--- config.mk ---
export PLATFORM = sky130hd
export DESIGN_NAME = textured_wall_column_span_flat
export DESIGN_NICKNAME = d
export VERILOG_FILES = /design/src/rtl/twcs_pkg.sv /design/src/rtl/twcs_req_if.sv /design/src/rtl/twcs_pix_if.sv /design/src/rtl/twcs_ctrl.sv /design/src/rtl/twcs_dp.sv /design/src/rtl/textured_wall_column_span.sv /design/src/flat_wrapper.sv
export SDC_FILE = /design/constraint.sdc
export NUM_CORES = 2
export LEC_CHECK = 0
export BUFFER_PORTS_ARGS = -buffer_cell sky130_fd_sc_hd__clkbuf_2
export CAP_MARGIN = 20
export CORE_MARGIN = 2
export CORE_UTILIZATION = 59
export DETAILED_ROUTE_END_ITERATION = 12
export PLACE_DENSITY = 0.8
export SYNTH_ARGS = -nofsm -noshare
export SYNTH_HDL_FRONTEND = slang
export SYNTH_SLANG_ARGS = --single-unit
--- constraint.sdc ---
create_clock -name clk -period 9.7 [get_ports clk]
set_clock_uncertainty 0.15 [all_clocks]
set_input_delay 1.455 -clock clk [delete_from_list [all_inputs] [get_ports clk]]
set_output_delay 1.455 -clock clk [all_outputs]
set_load 0.01 [all_outputs]
--- src/rtl/twcs_pkg.sv ---
`timescale 1ns / 1ps
package twcs_pkg;

	localparam int FRAC_BITS         = 16;
	localparam int MAX_SCREEN_HEIGHT = 2048;
	localparam int POS_W             = 28;
	localparam int DIV_STEPS         = POS_W;
	localparam int CNT_W             = $clog2(DIV_STEPS);

	// Item kinds
	localparam logic KIND_START = 1'b0;
	localparam logic KIND_TICK  = 1'b1;

	// Configuration register indexes
	localparam logic [2:0] REG_SCREEN_HEIGHT = 3'd0;
	localparam logic [2:0] REG_TEX_SOUTH     = 3'd1;
	localparam logic [2:0] REG_TEX_EAST      = 3'd2;
	localparam logic [2:0] REG_TEX_NORTH     = 3'd3;
	localparam logic [2:0] REG_TEX_WEST      = 3'd4;

	// Hit sides
	localparam logic [1:0] SIDE_SOUTH = 2'd0;
	localparam logic [1:0] SIDE_EAST  = 2'd1;
	localparam logic [1:0] SIDE_NORTH = 2'd2;
	localparam logic [1:0] SIDE_WEST  = 2'd3;

	typedef enum logic [2:0] {
		ST_IDLE,
		ST_DIV_H,
		ST_LINH,
		ST_DIV_T,
		ST_SETUP
	} state_t;

	typedef struct packed {
		logic ready;
		logic div_step;
		logic load_t;
		logic setup;
	} ctrl_cmd_t;

	typedef struct packed {
		logic req_valid;
		logic req_start;
		logic out_free;
	} dp_stat_t;

endpackage

--- src/rtl/twcs_req_if.sv ---
`timescale 1ns / 1ps
interface twcs_req_if;
	logic               valid;
	logic               ready;
	logic               kind;
	logic [11:0]        column;
	logic [25:0]        wall_dist;
	logic [1:0]         hit_side;
	logic [25:0]        pos_x;
	logic [25:0]        pos_y;
	logic signed [17:0] ray_x;
	logic signed [17:0] ray_y;

	modport source (output valid, kind, column, wall_dist, hit_side, pos_x, pos_y,
		ray_x, ray_y, input ready);
	modport sink (input valid, kind, column, wall_dist, hit_side, pos_x, pos_y,
		ray_x, ray_y, output ready);
endinterface

--- src/rtl/twcs_pix_if.sv ---
`timescale 1ns / 1ps
interface twcs_pix_if;
	logic        valid;
	logic        ready;
	logic [11:0] out_column;
	logic [10:0] out_row;
	logic [1:0]  texture_select;
	logic [11:0] texel_col;
	logic [11:0] texel_row;
	logic        last;

	modport source (output valid, out_column, out_row, texture_select, texel_col,
		texel_row, last, input ready);
	modport sink (input valid, out_column, out_row, texture_select, texel_col,
		texel_row, last, output ready);
endinterface

--- src/rtl/twcs_ctrl.sv ---
`timescale 1ns / 1ps
module twcs_ctrl (
	input  logic                clk,
	input  logic                arst_n,
	input  twcs_pkg::dp_stat_t  stat,
	output twcs_pkg::ctrl_cmd_t cmd
);
	import twcs_pkg::*;

	state_t           state_q, state_nx;
	logic [CNT_W-1:0] cnt_q;
	logic             cnt_last;

	assign cnt_last = (cnt_q == CNT_W'(DIV_STEPS - 1));

	// Next state
	always_comb begin
		state_nx = state_q;
		case (state_q)
			ST_IDLE:  if (stat.req_valid && stat.out_free && stat.req_start) state_nx = ST_DIV_H;
			ST_DIV_H: if (cnt_last) state_nx = ST_LINH;
			ST_LINH:  state_nx = ST_DIV_T;
			ST_DIV_T: if (cnt_last) state_nx = ST_SETUP;
			ST_SETUP: state_nx = ST_IDLE;
			default:  state_nx = ST_IDLE;
		endcase
	end

	// Commands
	always_comb begin
		cmd = '0;
		case (state_q)
			ST_IDLE:  cmd.ready = stat.out_free;
			ST_DIV_H: cmd.div_step = 1'b1;
			ST_LINH:  cmd.load_t = 1'b1;
			ST_DIV_T: cmd.div_step = 1'b1;
			ST_SETUP: cmd.setup = 1'b1;
			default:  cmd = '0;
		endcase
	end

	// State and step counter
	always_ff @(posedge clk or negedge arst_n) begin
		if (!arst_n) begin
			state_q <= ST_IDLE;
			cnt_q   <= '0;
		end else begin
			state_q <= state_nx;
			if (state_nx != state_q)
				cnt_q <= '0;
			else if (cmd.div_step)
				cnt_q <= cnt_q + 1'b1;
		end
	end
endmodule

--- src/rtl/twcs_dp.sv ---
`timescale 1ns / 1ps
module twcs_dp (
	input  logic                clk,
	input  logic                arst_n,
	input  logic                cfg_we,
	input  logic [2:0]          cfg_index,
	input  logic [23:0]         cfg_data,
	input  twcs_pkg::ctrl_cmd_t cmd,
	output twcs_pkg::dp_stat_t  stat,
	twcs_req_if.sink            req,
	twcs_pix_if.source          pix
);
	import twcs_pkg::*;

	// Configuration
	logic [11:0] screen_height_q;
	logic [23:0] tex_size_q [4];

	// Captured start item
	logic [11:0]        h_q;
	logic [25:0]        dist_q;
	logic [15:0]        pos_q;
	logic signed [17:0] ray_q;
	logic               mirror_q;
	logic [15:0]        wallx_q;
	logic [POS_W-1:0]   linh_q;

	// Shared restoring divider
	logic [POS_W-1:0] rem_q, quo_q, den_q;
	logic [POS_W:0]   rem_sh;
	logic             fits;

	// Span state
	logic             span_active_q;
	logic [10:0]      current_row_q, end_row_q;
	logic [POS_W-1:0] tex_pos_q, tex_step_q;
	logic [11:0]      held_texel_col_q, held_column_q;
	logic [1:0]       held_side_q;

	// Output register
	logic        out_valid_q;
	logic [11:0] out_column_q, texel_col_q, texel_row_q;
	logic [10:0] out_row_q;
	logic [1:0]  tsel_q;
	logic        last_q;

	logic        accept, start_acc, tick_emit;
	logic [11:0] h_in;
	logic        xy_in;
	logic [11:0] tw, th;
	logic signed [44:0] prod;
	logic [POS_W-1:0] linh_now, step_now, end_full, half_l;
	logic [10:0] half_h;
	logic [POS_W-1:0] first_full, offset;
	logic [2*POS_W-1:0] pos_prod;
	logic [27:0] col_prod;
	logic [11:0] col_raw, col_fin;
	logic        span_ok;
	logic [11:0] trow_raw, trow;
	logic        last_now;

	assign accept    = req.valid && cmd.ready;
	assign start_acc = accept && (req.kind == KIND_START);
	assign tick_emit = accept && (req.kind == KIND_TICK) && span_active_q;
	assign req.ready = cmd.ready;

	assign stat.req_valid = req.valid;
	assign stat.req_start = (req.kind == KIND_START);
	assign stat.out_free  = !out_valid_q || pix.ready;

	assign h_in  = (screen_height_q > 12'(MAX_SCREEN_HEIGHT)) ? 12'(MAX_SCREEN_HEIGHT)
		: screen_height_q;
	assign xy_in = (req.hit_side == SIDE_SOUTH) || (req.hit_side == SIDE_NORTH);

	// Texture size of the held side
	assign tw = tex_size_q[held_side_q][11:0];
	assign th = tex_size_q[held_side_q][23:12];

	// Divider step
	assign rem_sh = {rem_q, quo_q[POS_W-1]};
	assign fits   = (rem_sh >= {1'b0, den_q});

	// Hit fraction product
	assign prod = $signed({1'b0, dist_q}) * ray_q;

	// Row range and texture setup
	assign linh_now   = (dist_q == '0) ? POS_W'(h_q) : quo_q;
	assign step_now   = (linh_q == '0) ? '0 : quo_q;
	assign half_l     = linh_q >> 1;
	assign half_h     = h_q[11:1];
	assign first_full = (half_l > POS_W'(half_h)) ? '0 : POS_W'(half_h) - half_l;
	assign offset     = (half_l > POS_W'(half_h)) ? half_l - POS_W'(half_h) : '0;
	assign end_full   = (h_q == '0) ? '0
		: ((POS_W'(half_h) + half_l >= POS_W'(h_q)) ? POS_W'(h_q) - 1'b1
		: POS_W'(half_h) + half_l);
	assign pos_prod   = offset * step_now;
	assign span_ok    = (h_q != '0) && (linh_q != '0) && (end_full > first_full);

	// Texture column
	assign col_prod = wallx_q * tw;
	assign col_raw  = col_prod[27:16];
	assign col_fin  = (tw == '0) ? '0 : (mirror_q ? tw - col_raw - 1'b1 : col_raw);

	// Texel row clamp
	assign trow_raw = tex_pos_q[POS_W-1:FRAC_BITS];
	assign trow     = (th == '0) ? '0 : ((trow_raw > th - 1'b1) ? th - 1'b1 : trow_raw);
	assign last_now = ({1'b0, current_row_q} + 12'd1 >= {1'b0, end_row_q});

	// Configuration registers
	always_ff @(posedge clk or negedge arst_n) begin
		if (!arst_n) begin
			screen_height_q <= 12'd480;
			for (int i = 0; i < 4; i++)
				tex_size_q[i] <= 24'h040040;
		end else if (cfg_we) begin
			case (cfg_index)
				REG_SCREEN_HEIGHT: screen_height_q <= cfg_data[11:0];
				REG_TEX_SOUTH:     tex_size_q[0] <= cfg_data;
				REG_TEX_EAST:      tex_size_q[1] <= cfg_data;
				REG_TEX_NORTH:     tex_size_q[2] <= cfg_data;
				REG_TEX_WEST:      tex_size_q[3] <= cfg_data;
				default:           ;
			endcase
		end
	end

	// Start capture, divider and setup datapath
	always_ff @(posedge clk) begin
		wallx_q <= pos_q + prod[31:16];
		if (start_acc) begin
			h_q      <= h_in;
			dist_q   <= req.wall_dist;
			pos_q    <= xy_in ? req.pos_y[15:0] : req.pos_x[15:0];
			ray_q    <= xy_in ? req.ray_y : req.ray_x;
			mirror_q <= (xy_in && !req.ray_x[17] && (req.ray_x != '0))
				|| ((req.hit_side == SIDE_EAST) && req.ray_y[17]);
			rem_q    <= '0;
			quo_q    <= {h_in, 16'd0};
			den_q    <= POS_W'(req.wall_dist);
		end else if (cmd.div_step) begin
			rem_q <= fits ? POS_W'(rem_sh - {1'b0, den_q}) : rem_sh[POS_W-1:0];
			quo_q <= {quo_q[POS_W-2:0], fits};
		end else if (cmd.load_t) begin
			linh_q <= linh_now;
			rem_q  <= '0;
			quo_q  <= {th, 16'd0};
			den_q  <= linh_now;
		end
	end

	// Span state
	always_ff @(posedge clk or negedge arst_n) begin
		if (!arst_n) begin
			span_active_q    <= 1'b0;
			current_row_q    <= '0;
			end_row_q        <= '0;
			tex_pos_q        <= '0;
			tex_step_q       <= '0;
			held_texel_col_q <= '0;
			held_column_q    <= '0;
			held_side_q      <= '0;
		end else if (start_acc) begin
			span_active_q <= 1'b0;
			held_column_q <= req.column;
			held_side_q   <= req.hit_side;
		end else if (cmd.setup) begin
			span_active_q    <= span_ok;
			current_row_q    <= first_full[10:0];
			end_row_q        <= end_full[10:0];
			tex_step_q       <= step_now;
			tex_pos_q        <= pos_prod[POS_W-1:0];
			held_texel_col_q <= col_fin;
		end else if (tick_emit) begin
			tex_pos_q     <= tex_pos_q + tex_step_q;
			current_row_q <= current_row_q + 1'b1;
			if (last_now)
				span_active_q <= 1'b0;
		end
	end

	// Output register
	always_ff @(posedge clk or negedge arst_n) begin
		if (!arst_n)
			out_valid_q <= 1'b0;
		else if (tick_emit)
			out_valid_q <= 1'b1;
		else if (pix.ready)
			out_valid_q <= 1'b0;
	end

	always_ff @(posedge clk) begin
		if (tick_emit) begin
			out_column_q <= held_column_q;
			out_row_q    <= current_row_q;
			tsel_q       <= held_side_q;
			texel_col_q  <= held_texel_col_q;
			texel_row_q  <= trow;
			last_q       <= last_now;
		end
	end

	assign pix.valid          = out_valid_q;
	assign pix.out_column     = out_column_q;
	assign pix.out_row        = out_row_q;
	assign pix.texture_select = tsel_q;
	assign pix.texel_col      = texel_col_q;
	assign pix.texel_row      = texel_row_q;
	assign pix.last           = last_q;
endmodule

--- src/rtl/textured_wall_column_span.sv ---
`timescale 1ns / 1ps
// Textured wall column span. A start transaction sets up one screen column: it is
// taken, then the block runs two divisions on one shared bit-serial divider (wall
// height, a load state, texture step) and a setup state before taking the next one.
// Ticks then go one per cycle while the output is not stalled, each giving one wall
// pixel from an output register; a tick with no active span gives nothing. The last
// pixel of a span carries last. Configuration is written through cfg_we, cfg_index
// and cfg_data; the user must do so only while idle, the block does not enforce it.
module textured_wall_column_span (
	input  logic        clk,
	input  logic        arst_n,
	input  logic        cfg_we,
	input  logic [2:0]  cfg_index,
	input  logic [23:0] cfg_data,
	twcs_req_if.sink    req,
	twcs_pix_if.source  pix
);
	import twcs_pkg::*;

	ctrl_cmd_t cmd;
	dp_stat_t  stat;

	twcs_ctrl u_ctrl (
		.clk    (clk),
		.arst_n (arst_n),
		.stat   (stat),
		.cmd    (cmd)
	);

	twcs_dp u_dp (
		.clk       (clk),
		.arst_n    (arst_n),
		.cfg_we    (cfg_we),
		.cfg_index (cfg_index),
		.cfg_data  (cfg_data),
		.cmd       (cmd),
		.stat      (stat),
		.req       (req),
		.pix       (pix)
	);
endmodule

--- src/flat_wrapper.sv ---
// flat-port wrapper written by rule: the top's interface ports become plain ports
module textured_wall_column_span_flat import twcs_pkg::*;
  (clk, arst_n, cfg_we, cfg_index, cfg_data, req_valid, req_kind, req_column, req_wall_dist, req_hit_side, req_pos_x, req_pos_y, req_ray_x, req_ray_y, req_ready, pix_valid, pix_out_column, pix_out_row, pix_texture_select, pix_texel_col, pix_texel_row, pix_last, pix_ready);
  twcs_req_if req_i ();
  twcs_pix_if pix_i ();
  input  logic clk;
  input  logic arst_n;
  input  logic cfg_we;
  input  logic [2:0] cfg_index;
  input  logic [23:0] cfg_data;
  input wire logic [$bits(req_i.valid)-1:0] req_valid;
  input wire logic [$bits(req_i.kind)-1:0] req_kind;
  input wire logic [$bits(req_i.column)-1:0] req_column;
  input wire logic [$bits(req_i.wall_dist)-1:0] req_wall_dist;
  input wire logic [$bits(req_i.hit_side)-1:0] req_hit_side;
  input wire logic [$bits(req_i.pos_x)-1:0] req_pos_x;
  input wire logic [$bits(req_i.pos_y)-1:0] req_pos_y;
  input wire logic [$bits(req_i.ray_x)-1:0] req_ray_x;
  input wire logic [$bits(req_i.ray_y)-1:0] req_ray_y;
  output wire logic [$bits(req_i.ready)-1:0] req_ready;
  output wire logic [$bits(pix_i.valid)-1:0] pix_valid;
  output wire logic [$bits(pix_i.out_column)-1:0] pix_out_column;
  output wire logic [$bits(pix_i.out_row)-1:0] pix_out_row;
  output wire logic [$bits(pix_i.texture_select)-1:0] pix_texture_select;
  output wire logic [$bits(pix_i.texel_col)-1:0] pix_texel_col;
  output wire logic [$bits(pix_i.texel_row)-1:0] pix_texel_row;
  output wire logic [$bits(pix_i.last)-1:0] pix_last;
  input wire logic [$bits(pix_i.ready)-1:0] pix_ready;
  assign req_i.valid = req_valid;
  assign req_i.kind = req_kind;
  assign req_i.column = req_column;
  assign req_i.wall_dist = req_wall_dist;
  assign req_i.hit_side = req_hit_side;
  assign req_i.pos_x = req_pos_x;
  assign req_i.pos_y = req_pos_y;
  assign req_i.ray_x = req_ray_x;
  assign req_i.ray_y = req_ray_y;
  assign req_ready = req_i.ready;
  assign pix_valid = pix_i.valid;
  assign pix_out_column = pix_i.out_column;
  assign pix_out_row = pix_i.out_row;
  assign pix_texture_select = pix_i.texture_select;
  assign pix_texel_col = pix_i.texel_col;
  assign pix_texel_row = pix_i.texel_row;
  assign pix_last = pix_i.last;
  assign pix_i.ready = pix_ready;
  textured_wall_column_span u_core (.clk(clk), .arst_n(arst_n), .cfg_we(cfg_we), .cfg_index(cfg_index), .cfg_data(cfg_data), .req(req_i), .pix(pix_i));
endmodule
## After elaboration in Yosys (flattened, before gate mapping)

Cells that the tools add are included.

| word-level totals | value |
|---|---|
| word-level logic and storage cells | 166 |
| output and inout port bits | 52 |
| register bits after elaboration | 473 |

| operators by class | value |
|---|---|
| $add $sub $neg | 13 |
| bitwise logic cells | 4 |
| magnitude comparators | 8 |
| reduce and logical (&&, ||, !) cells | 47 |
| muxes and demuxes | 44 |
| multipliers | 3 |
| equal/unequal tests | 13 |

Operators by type and width:

| cell | count |
|---|---|
| 2-to-1 mux 28 bit | 14 |
| 2-to-1 mux 26 bit | 3 |
| binary-select mux 24 bit (select 2 bit) | 1 |
| 2-to-1 mux 12 bit | 4 |
| 2-to-1 mux 24 bit | 2 |
| zero test 12 bit | 3 |
| multiplier 27 x 18 -> 32 bit | 1 |
| greater-or-equal comparator 29 x 28 -> 1 bit | 1 |
| adder 11 x 27 -> 28 bit | 1 |
| adder 28 bit | 1 |
| greater-or-equal comparator 28 x 12 -> 1 bit | 1 |
| greater-than comparator 28 bit | 1 |
| zero test 28 bit | 1 |
| multiplier 16 x 12 -> 28 bit | 1 |
| multiplier 28 x 28 -> 28 bit | 1 |
| nonzero test 28 bit | 1 |
| subtractor 11 x 27 -> 28 bit | 1 |
| subtractor 27 x 11 -> 28 bit | 1 |
| subtractor 28 bit | 1 |
| greater-than comparator 27 x 11 -> 1 bit | 1 |
| zero test 26 bit | 1 |
| subtractor 12 x 1 -> 12 bit, second input constant | 2 |
| 2-to-1 mux 11 bit | 2 |
| AND reduction 2 bit | 10 |
| 37 further kinds | 76 |

## Logic depth before layout (Yosys ltp)

| logic depth | value |
|---|---|
| depth in word-level cells | 9 |
| depth in mapped cells | 40 |
| gate-level depth less buffers | 37 |

## Hierarchy

Synthesis repeated with hierarchy kept, for this count alone.

| unflattened totals | value |
|---|---|
| cell total of the unflattened synthesis | 6035 |
| area total of the unflattened synthesis | 56202.7 um^2 |

By module, submodules not included:

| module | times used | cells each | area an instance (um^2) |
|---|---|---|---|
| twcs_dp | 1 | 5992 | 55756.0 |
| twcs_ctrl | 1 | 43 | 446.7 |

## Least setup slack after synthesis

OpenSTA, ideal clock, no wires.

| timing | value |
|---|---|
| path kind | reg2reg |
| from | register u_core.u_dp.held_side_q[0] |
| to | register u_core.u_dp.held_texel_col_q[11] |
| clock period less this slack | 9.221 ns |
| arrival time | 8.950 ns |
| path buffers | 4 |
| stages on the path, launching flop included | 40 |
| setup slack | 0.479 ns |
| required time | 9.429 ns |
| cells stage by stage | dfrtp_1 > clkbuf_1 > clkbuf_1 > buf_2 > mux4_2 > clkbuf_1 > nand2_1 > fa_1 > fa_1 > inv_1 > fa_1 > inv_1 > fa_1 > inv_1 > fa_1 > ha_1 > a21o_1 > a21o_1 > [4 not listed] > a21oi_1 > o21ai_0 > and2_1 > nor2_1 > xor2_1 > ha_1 > inv_1 > o21bai_1 > a21oi_1 > o21bai_1 > a21oi_1 > o21ai_0 > o41ai_1 > xor2_1 > nand2_1 > xnor2_1 > xnor2_1 > a22o_1 |

| on the way | value |
|---|---|
| word-level cells in the longest chain between the ends | 9 |
| elaborated cells on any way between the ends | 10 |
| classes of those cells | 2 x add/sub; 1 x mul; 5 x mux; 1 x bitwise; 1 x reduce/logical |

RTL lines:

| item | line | text |
|---|---|---|
| from (decl) | twcs_dp.sv:38 | `logic [1:0] held_side_q;` |
| from (signal assigned) | twcs_dp.sv:165 | `held_side_q <= req.hit_side;` |
| NOT 2 -> 3 bit (implied by the code) * | twcs_dp.sv:76 | `assign tw = tex_size_q[held_side_q][11:0];` |
| binary-select mux 24 bit (select 2 bit) * | twcs_dp.sv:76 |  |
| 2-to-1 mux 24 bit * (2 in a row) | -- |  |
| multiplier 16 x 12 -> 28 bit | twcs_dp.sv:100 | `assign col_prod = wallx_q * tw;` |
| subtractor 12 bit | twcs_dp.sv:102 | `assign col_fin = (tw == '0) ? '0 : (mirror_q ? tw - col_raw - 1'b1 : col_raw);` |
| subtractor 12 x 1 -> 12 bit | twcs_dp.sv:102 |  |
| 2-to-1 mux 12 bit | twcs_dp.sv:102 |  |
| 2-to-1 mux 12 bit * | twcs_dp.sv:102 |  |
| to (signal assigned) | twcs_dp.sv:172 | `held_texel_col_q <= col_fin;` |
| to (decl) | twcs_dp.sv:37 | `logic [11:0] held_texel_col_q, held_column_q;` |

Every way passes the cells marked *; elsewhere a longest branch is shown, timed or not. The select of a mux whose other input is x is not followed.
A chain may end at the register's enable or synchronous reset.

## Final worst setup path

| timing | value |
|---|---|
| from | register u_core.u_dp.linh_q[1] |
| to | register u_core.u_dp.tex_pos_q[27] |

| on the way | value |
|---|---|
| word-level cells in the longest chain between the ends | 4 |
| elaborated cells on any way between the ends | 7 |
| classes of those cells | 1 x add/sub; 1 x mul; 1 x order compare; 3 x mux; 1 x reduce/logical |

RTL lines:

| item | line | text |
|---|---|---|
| from (decl) | twcs_dp.sv:26 | `logic [POS_W-1:0] linh_q;` |
| from (signal assigned) | twcs_dp.sv:144 | `linh_q <= linh_now;` |
| subtractor 27 x 11 -> 28 bit, or another cell as far along | twcs_dp.sv:92 | `assign offset = (half_l > POS_W'(half_h)) ? half_l - POS_W'(half_h) : '0;` |
| 2-to-1 mux 28 bit (on tied branches) | twcs_dp.sv:92, twcs_dp.sv:88 |  |
| multiplier 28 x 28 -> 28 bit * | twcs_dp.sv:96 | `assign pos_prod = offset * step_now;` |
| 2-to-1 mux 28 bit * | twcs_dp.sv:166 | `end else if (cmd.setup) begin` |
| to (signal assigned) | twcs_dp.sv:171 | `tex_pos_q <= pos_prod[POS_W-1:0];` |
| to (signal assigned) | twcs_dp.sv:174 | `tex_pos_q <= tex_pos_q + tex_step_q;` |
| to (decl) | twcs_dp.sv:36 | `logic [POS_W-1:0] tex_pos_q, tex_step_q;` |

Every way passes the cells marked *; elsewhere a longest branch is shown, timed or not.

==> metrics.md <==
| Metric | Value |
|---|---|
| Status | completed |
| Full die area | between 90000 and 100000 um^2 |
| Worst VDD drop | around 0.00081 V |
| Synthesized cell area | roughly 56000 um^2 |
| Worst setup EP type | flip-flop |
| Fin crit period | approximately 9.4 ns |
| Sequential cell area | 12500 um^2 |
| DR vias/cell | about 5.8 |
| Largest net degree at the start of global routing | 81 |
| Worst Tran Pin Value | 1.14 ns |
| Endpoints failing setup | 0 |
| Hold Path Class | flip-flop to flip-flop |
| Internal Power | 0.00601 W |
| Dpl hpwl | 117000 um |
| RSZ-0062 raised after global routing | no |
| Setup Buffers After CTS | 0 |
| H-tree Lvls | 2 |
| Comb power frac | 58.2% |
| Max Fclk | 107 MHz |
| Syn Area/Cell | 9.33 um^2 |
| Ys flop type | dfrtp_1 |
| Setup CP Type | flip-flop to flip-flop |
| Sequential area share after synthesis | 22.2% |
| Ys Warns | 0 |
| Core footprint | 94600 um^2 |
| Layout area overhead | 7.83% |
| Power per standard cell area | 171 nW/um^2 |
| CTS tree | yes |
| Drt first-iter violations | 3645 |
| DR vias | 43279 |
| Pwr Total | 0.0103 W |
| DRC Markers | 0 |
| Initial antenna violation count | 6 |
| Final wirelength | 150000 um |
| Global-route wire length before repair | between 200000 and 250000 um |
| CP arrival | 9.74 ns |
| Clock-pin slew on the worst setup and hold paths | 0.07 ns |
| Multi-input logic area | 38900 um^2 |
| Relative slew slack | between 20% and 30% |
| Slowest cell on the critical path | fa_1 |
| Final nets | 7497 |
| CP max stage delay | 0.58 ns |
| Synth cell types | 86 |
| Num CTS Buffers | 51 |
| Initial DRT Pass Iterations | 6 |
| Post-Synthesis Cells | about 6000 |
| Reg2Reg Setup Slack | 0.32 ns |
| Worst path required time | 10.06 ns |
| Initial Util | between 50 and 60% |
| Layout cells sized above 1 | 10.7% |
| Placer Congestion | approximately 0.95 |
| Core Rows | between 100 and 150 |
| Total gr overflow | 0 |
| IO Port Bufs | about 190 |
| Pleak | roughly 30 nW |
| Yosys top cell by area | fa_1 |
| Net count after synthesis | 7392 |
| Final TNS setup | 0 ns |
| Max cap viols | 0 |
| Die span in y | 312 um |
| Top post-synthesis cells by area | fa_1 (27%), edfxtp_1 (10%), ha_1 (9.8%) |
| Post-synth EDFFs | 189 |
| Sw frac | 41.9% |
| CP startpoint kind | flip-flop |
| Global-route usage over all layers | just over 30% |
| Sequential power share | 22.3% |
| Post-synthesis register bit count | 473 |
| Clock Tree Buf Depth | 3 |
| DR WL/cell | roughly 20 um |
| Die width | 312 um |
| Final Cycle Share | 96.7% |
| Number of global-route vias before repair | 44836 |
| Latest clock arrival within the worst-skew pair | 0.64 ns |
| Worst path most repeated cell | xnor2_1 |
| Clk sinks | 473 |
| Slew Limit Fails | 0 |
| Fin util | 64.0% |
| ANT nets after route | 0 |
| P_sw | 0.00433 W |
| I/O pin total | 213 |
| Final hold violation count | 0 |
| Commonest cells in the synthesized netlist | inv_1 (1003), nand2_1 (852), fa_1 (770), nor2_1 (458), ha_1 (441) |
| Fillers | 7327 |
| Async SR Flop Fraction | 46.9% |
| CP Max Fanout | 8 |
| Synth top area share | 27.5% |
| Clock Power Share | between 10% and 20% |
| Root buffer cell | clkbuf_16 |
| Most frequent cell after synthesis | inv_1 |
[final timing paths]
path / to / startpoint / cells after the start
setup / recovery: u_core.u_dp.tex_pos_q[27]$_DFFE_PN0P_ / u_core.u_dp.linh_q[1]$_DFFE_PP_ / 35
hold / removal: u_core.u_dp.pix.out_column[2]$_DFFE_PP_ / u_core.u_dp.held_column_q[2]$_DFFE_PN0P_ / 0
setup reg to reg: u_core.u_dp.tex_pos_q[27]$_DFFE_PN0P_ / u_core.u_dp.linh_q[1]$_DFFE_PP_ / 35
hold reg to reg: u_core.u_dp.pix.out_column[2]$_DFFE_PP_ / u_core.u_dp.held_column_q[2]$_DFFE_PN0P_ / 0
max in group asynchronous: u_core.u_dp.held_side_q[0]$_DFFE_PN0P_ / arst_n / 3
min in group asynchronous: u_core.u_dp.tex_pos_q[14]$_DFFE_PN0P_ / arst_n / 1
[worst max-delay path, delay by kind of cell (launching register included)]
family / cells / cell delay [ns]
buffers and inverters: 6 / 0.80
flip-flops: 1 / 0.43
XOR/XNOR: 12 / 2.25
AO/OA/AOI/OAI: 3 / 0.50
adder cells (fa/ha/maj): 9 / 4.04
AND/OR/NAND/NOR: 3 / 0.59
multiplexers: 2 / 0.46
[power by group through the flow]
stage	Sequential (W)	Clock (W)	Combinational, W
after detailed placement	0.00233	0	0.00592
final	0.00230	0.00203	0.00601
after global routing	0.00231	0.00212	0.00674
after global placement	0.00232	0	0.00563
after floorplan	0.00230	0	0.00461
after CTS	0.00230	0.00204	0.00600
[layer usage]
metal,track usage [%],part of all wire [%],vias up
li1,-,-,19345
met1,39.1,38,21460
met2,52.0,49,1951
met3,4.30,7.3,521
met4,16.6,6.1,2
met5,0,0.0086,-
[through the flow]
step                hold WS, ns  area, um^2  setup slack (ns)  instances
floorplan                 0.271       56200             0.479       6020
global placement          0.277       58700             0.447       7334
detailed placement        0.286       58700             0.271       7335
CTS                       0.301       60500             0.268       7431
global route              0.304       60500           0.00399       7437
finish                    0.299       60500             0.317       7439
[state kept, by name (all words and copies together) (netlist names), 16 cells and up]
register,count
u_core.u_dp.tex_size_q,96
u_core.u_dp.rem_q,28
u_core.u_dp.quo_q,28
u_core.u_dp.den_q,28
u_core.u_dp.tex_pos_q,28
u_core.u_dp.tex_step_q,28
u_core.u_dp.linh_q,28
u_core.u_dp.ray_q,18
u_core.u_dp.dist_q,26
u_core.u_dp.wallx_q,16
u_core.u_dp.pos_q,16
[cell type report]
cell class / instances / area share, %
diodes: 6 / 0.0248
flip-flops and latches: 473 / 20.6
well taps: 1265 / 2.61
clock buffers: 63 / 2.28
multi-input cells: 4260 / 64.2
repair buffers: 335 / 3.46
inverters: 1004 / 6.23
clock inverters: 33 / 0.548
[cells in the final DEF, fill, tap and decap left out, types with 25 or more instances in the layout]
cell type | synthesis | final
ha_1 | 441 | 440
clkbuf_2 | 0 | 191
mux2i_1 | 50 | 50
edfxtp_1 | 189 | 189
nor2b_1 | 36 | 35
o21bai_1 | 25 | 25
xnor2_1 | 172 | 172
o21ai_0 | 168 | 168
buf_4 | 1 | 138
nand2b_1 | 59 | 58
dfrtp_1 | 210 | 209
nor4_1 | 34 | 34
nor2_1 | 458 | 456
nand4_1 | 32 | 32
dfxtp_1 | 62 | 62
and2_1 | 199 | 198
xor2_1 | 69 | 69
inv_1 | 1003 | 1001
mux2_2 | 158 | 158
fa_1 | 770 | 770
nand2_1 | 852 | 850
a21oi_1 | 158 | 155
or3_1 | 27 | 27
nor3_1 | 53 | 51
clkbuf_16 | 0 | 52
a211oi_1 | 30 | 30
nand3_1 | 86 | 85
a21o_1 | 71 | 71
[cells by family (layout without fill, tap and decap cells)]
group                    after synthesis  count (layout)  share of synthesized area, %
multiplexers                         232             232                          5.02
buffers and inverters               1287            1435                          8.65
flip-flops                           473             473                          22.2
other                                  0               6                             0
XOR/XNOR                             247             247                          3.99
AND/OR/NAND/NOR                     1931            1931                          15.6
adder cells (fa/ha/maj)             1211            1211                          37.3
AO/OA/AOI/OAI                        639             639                          7.23
[repair_timing]
item	CTS	global route
gates resized for setup	0	10
endpoints found under the hold margin	0	0
hold buffers	0	0
endpoints found under the setup margin	0	5
Power figures use the tool's default switching activity.
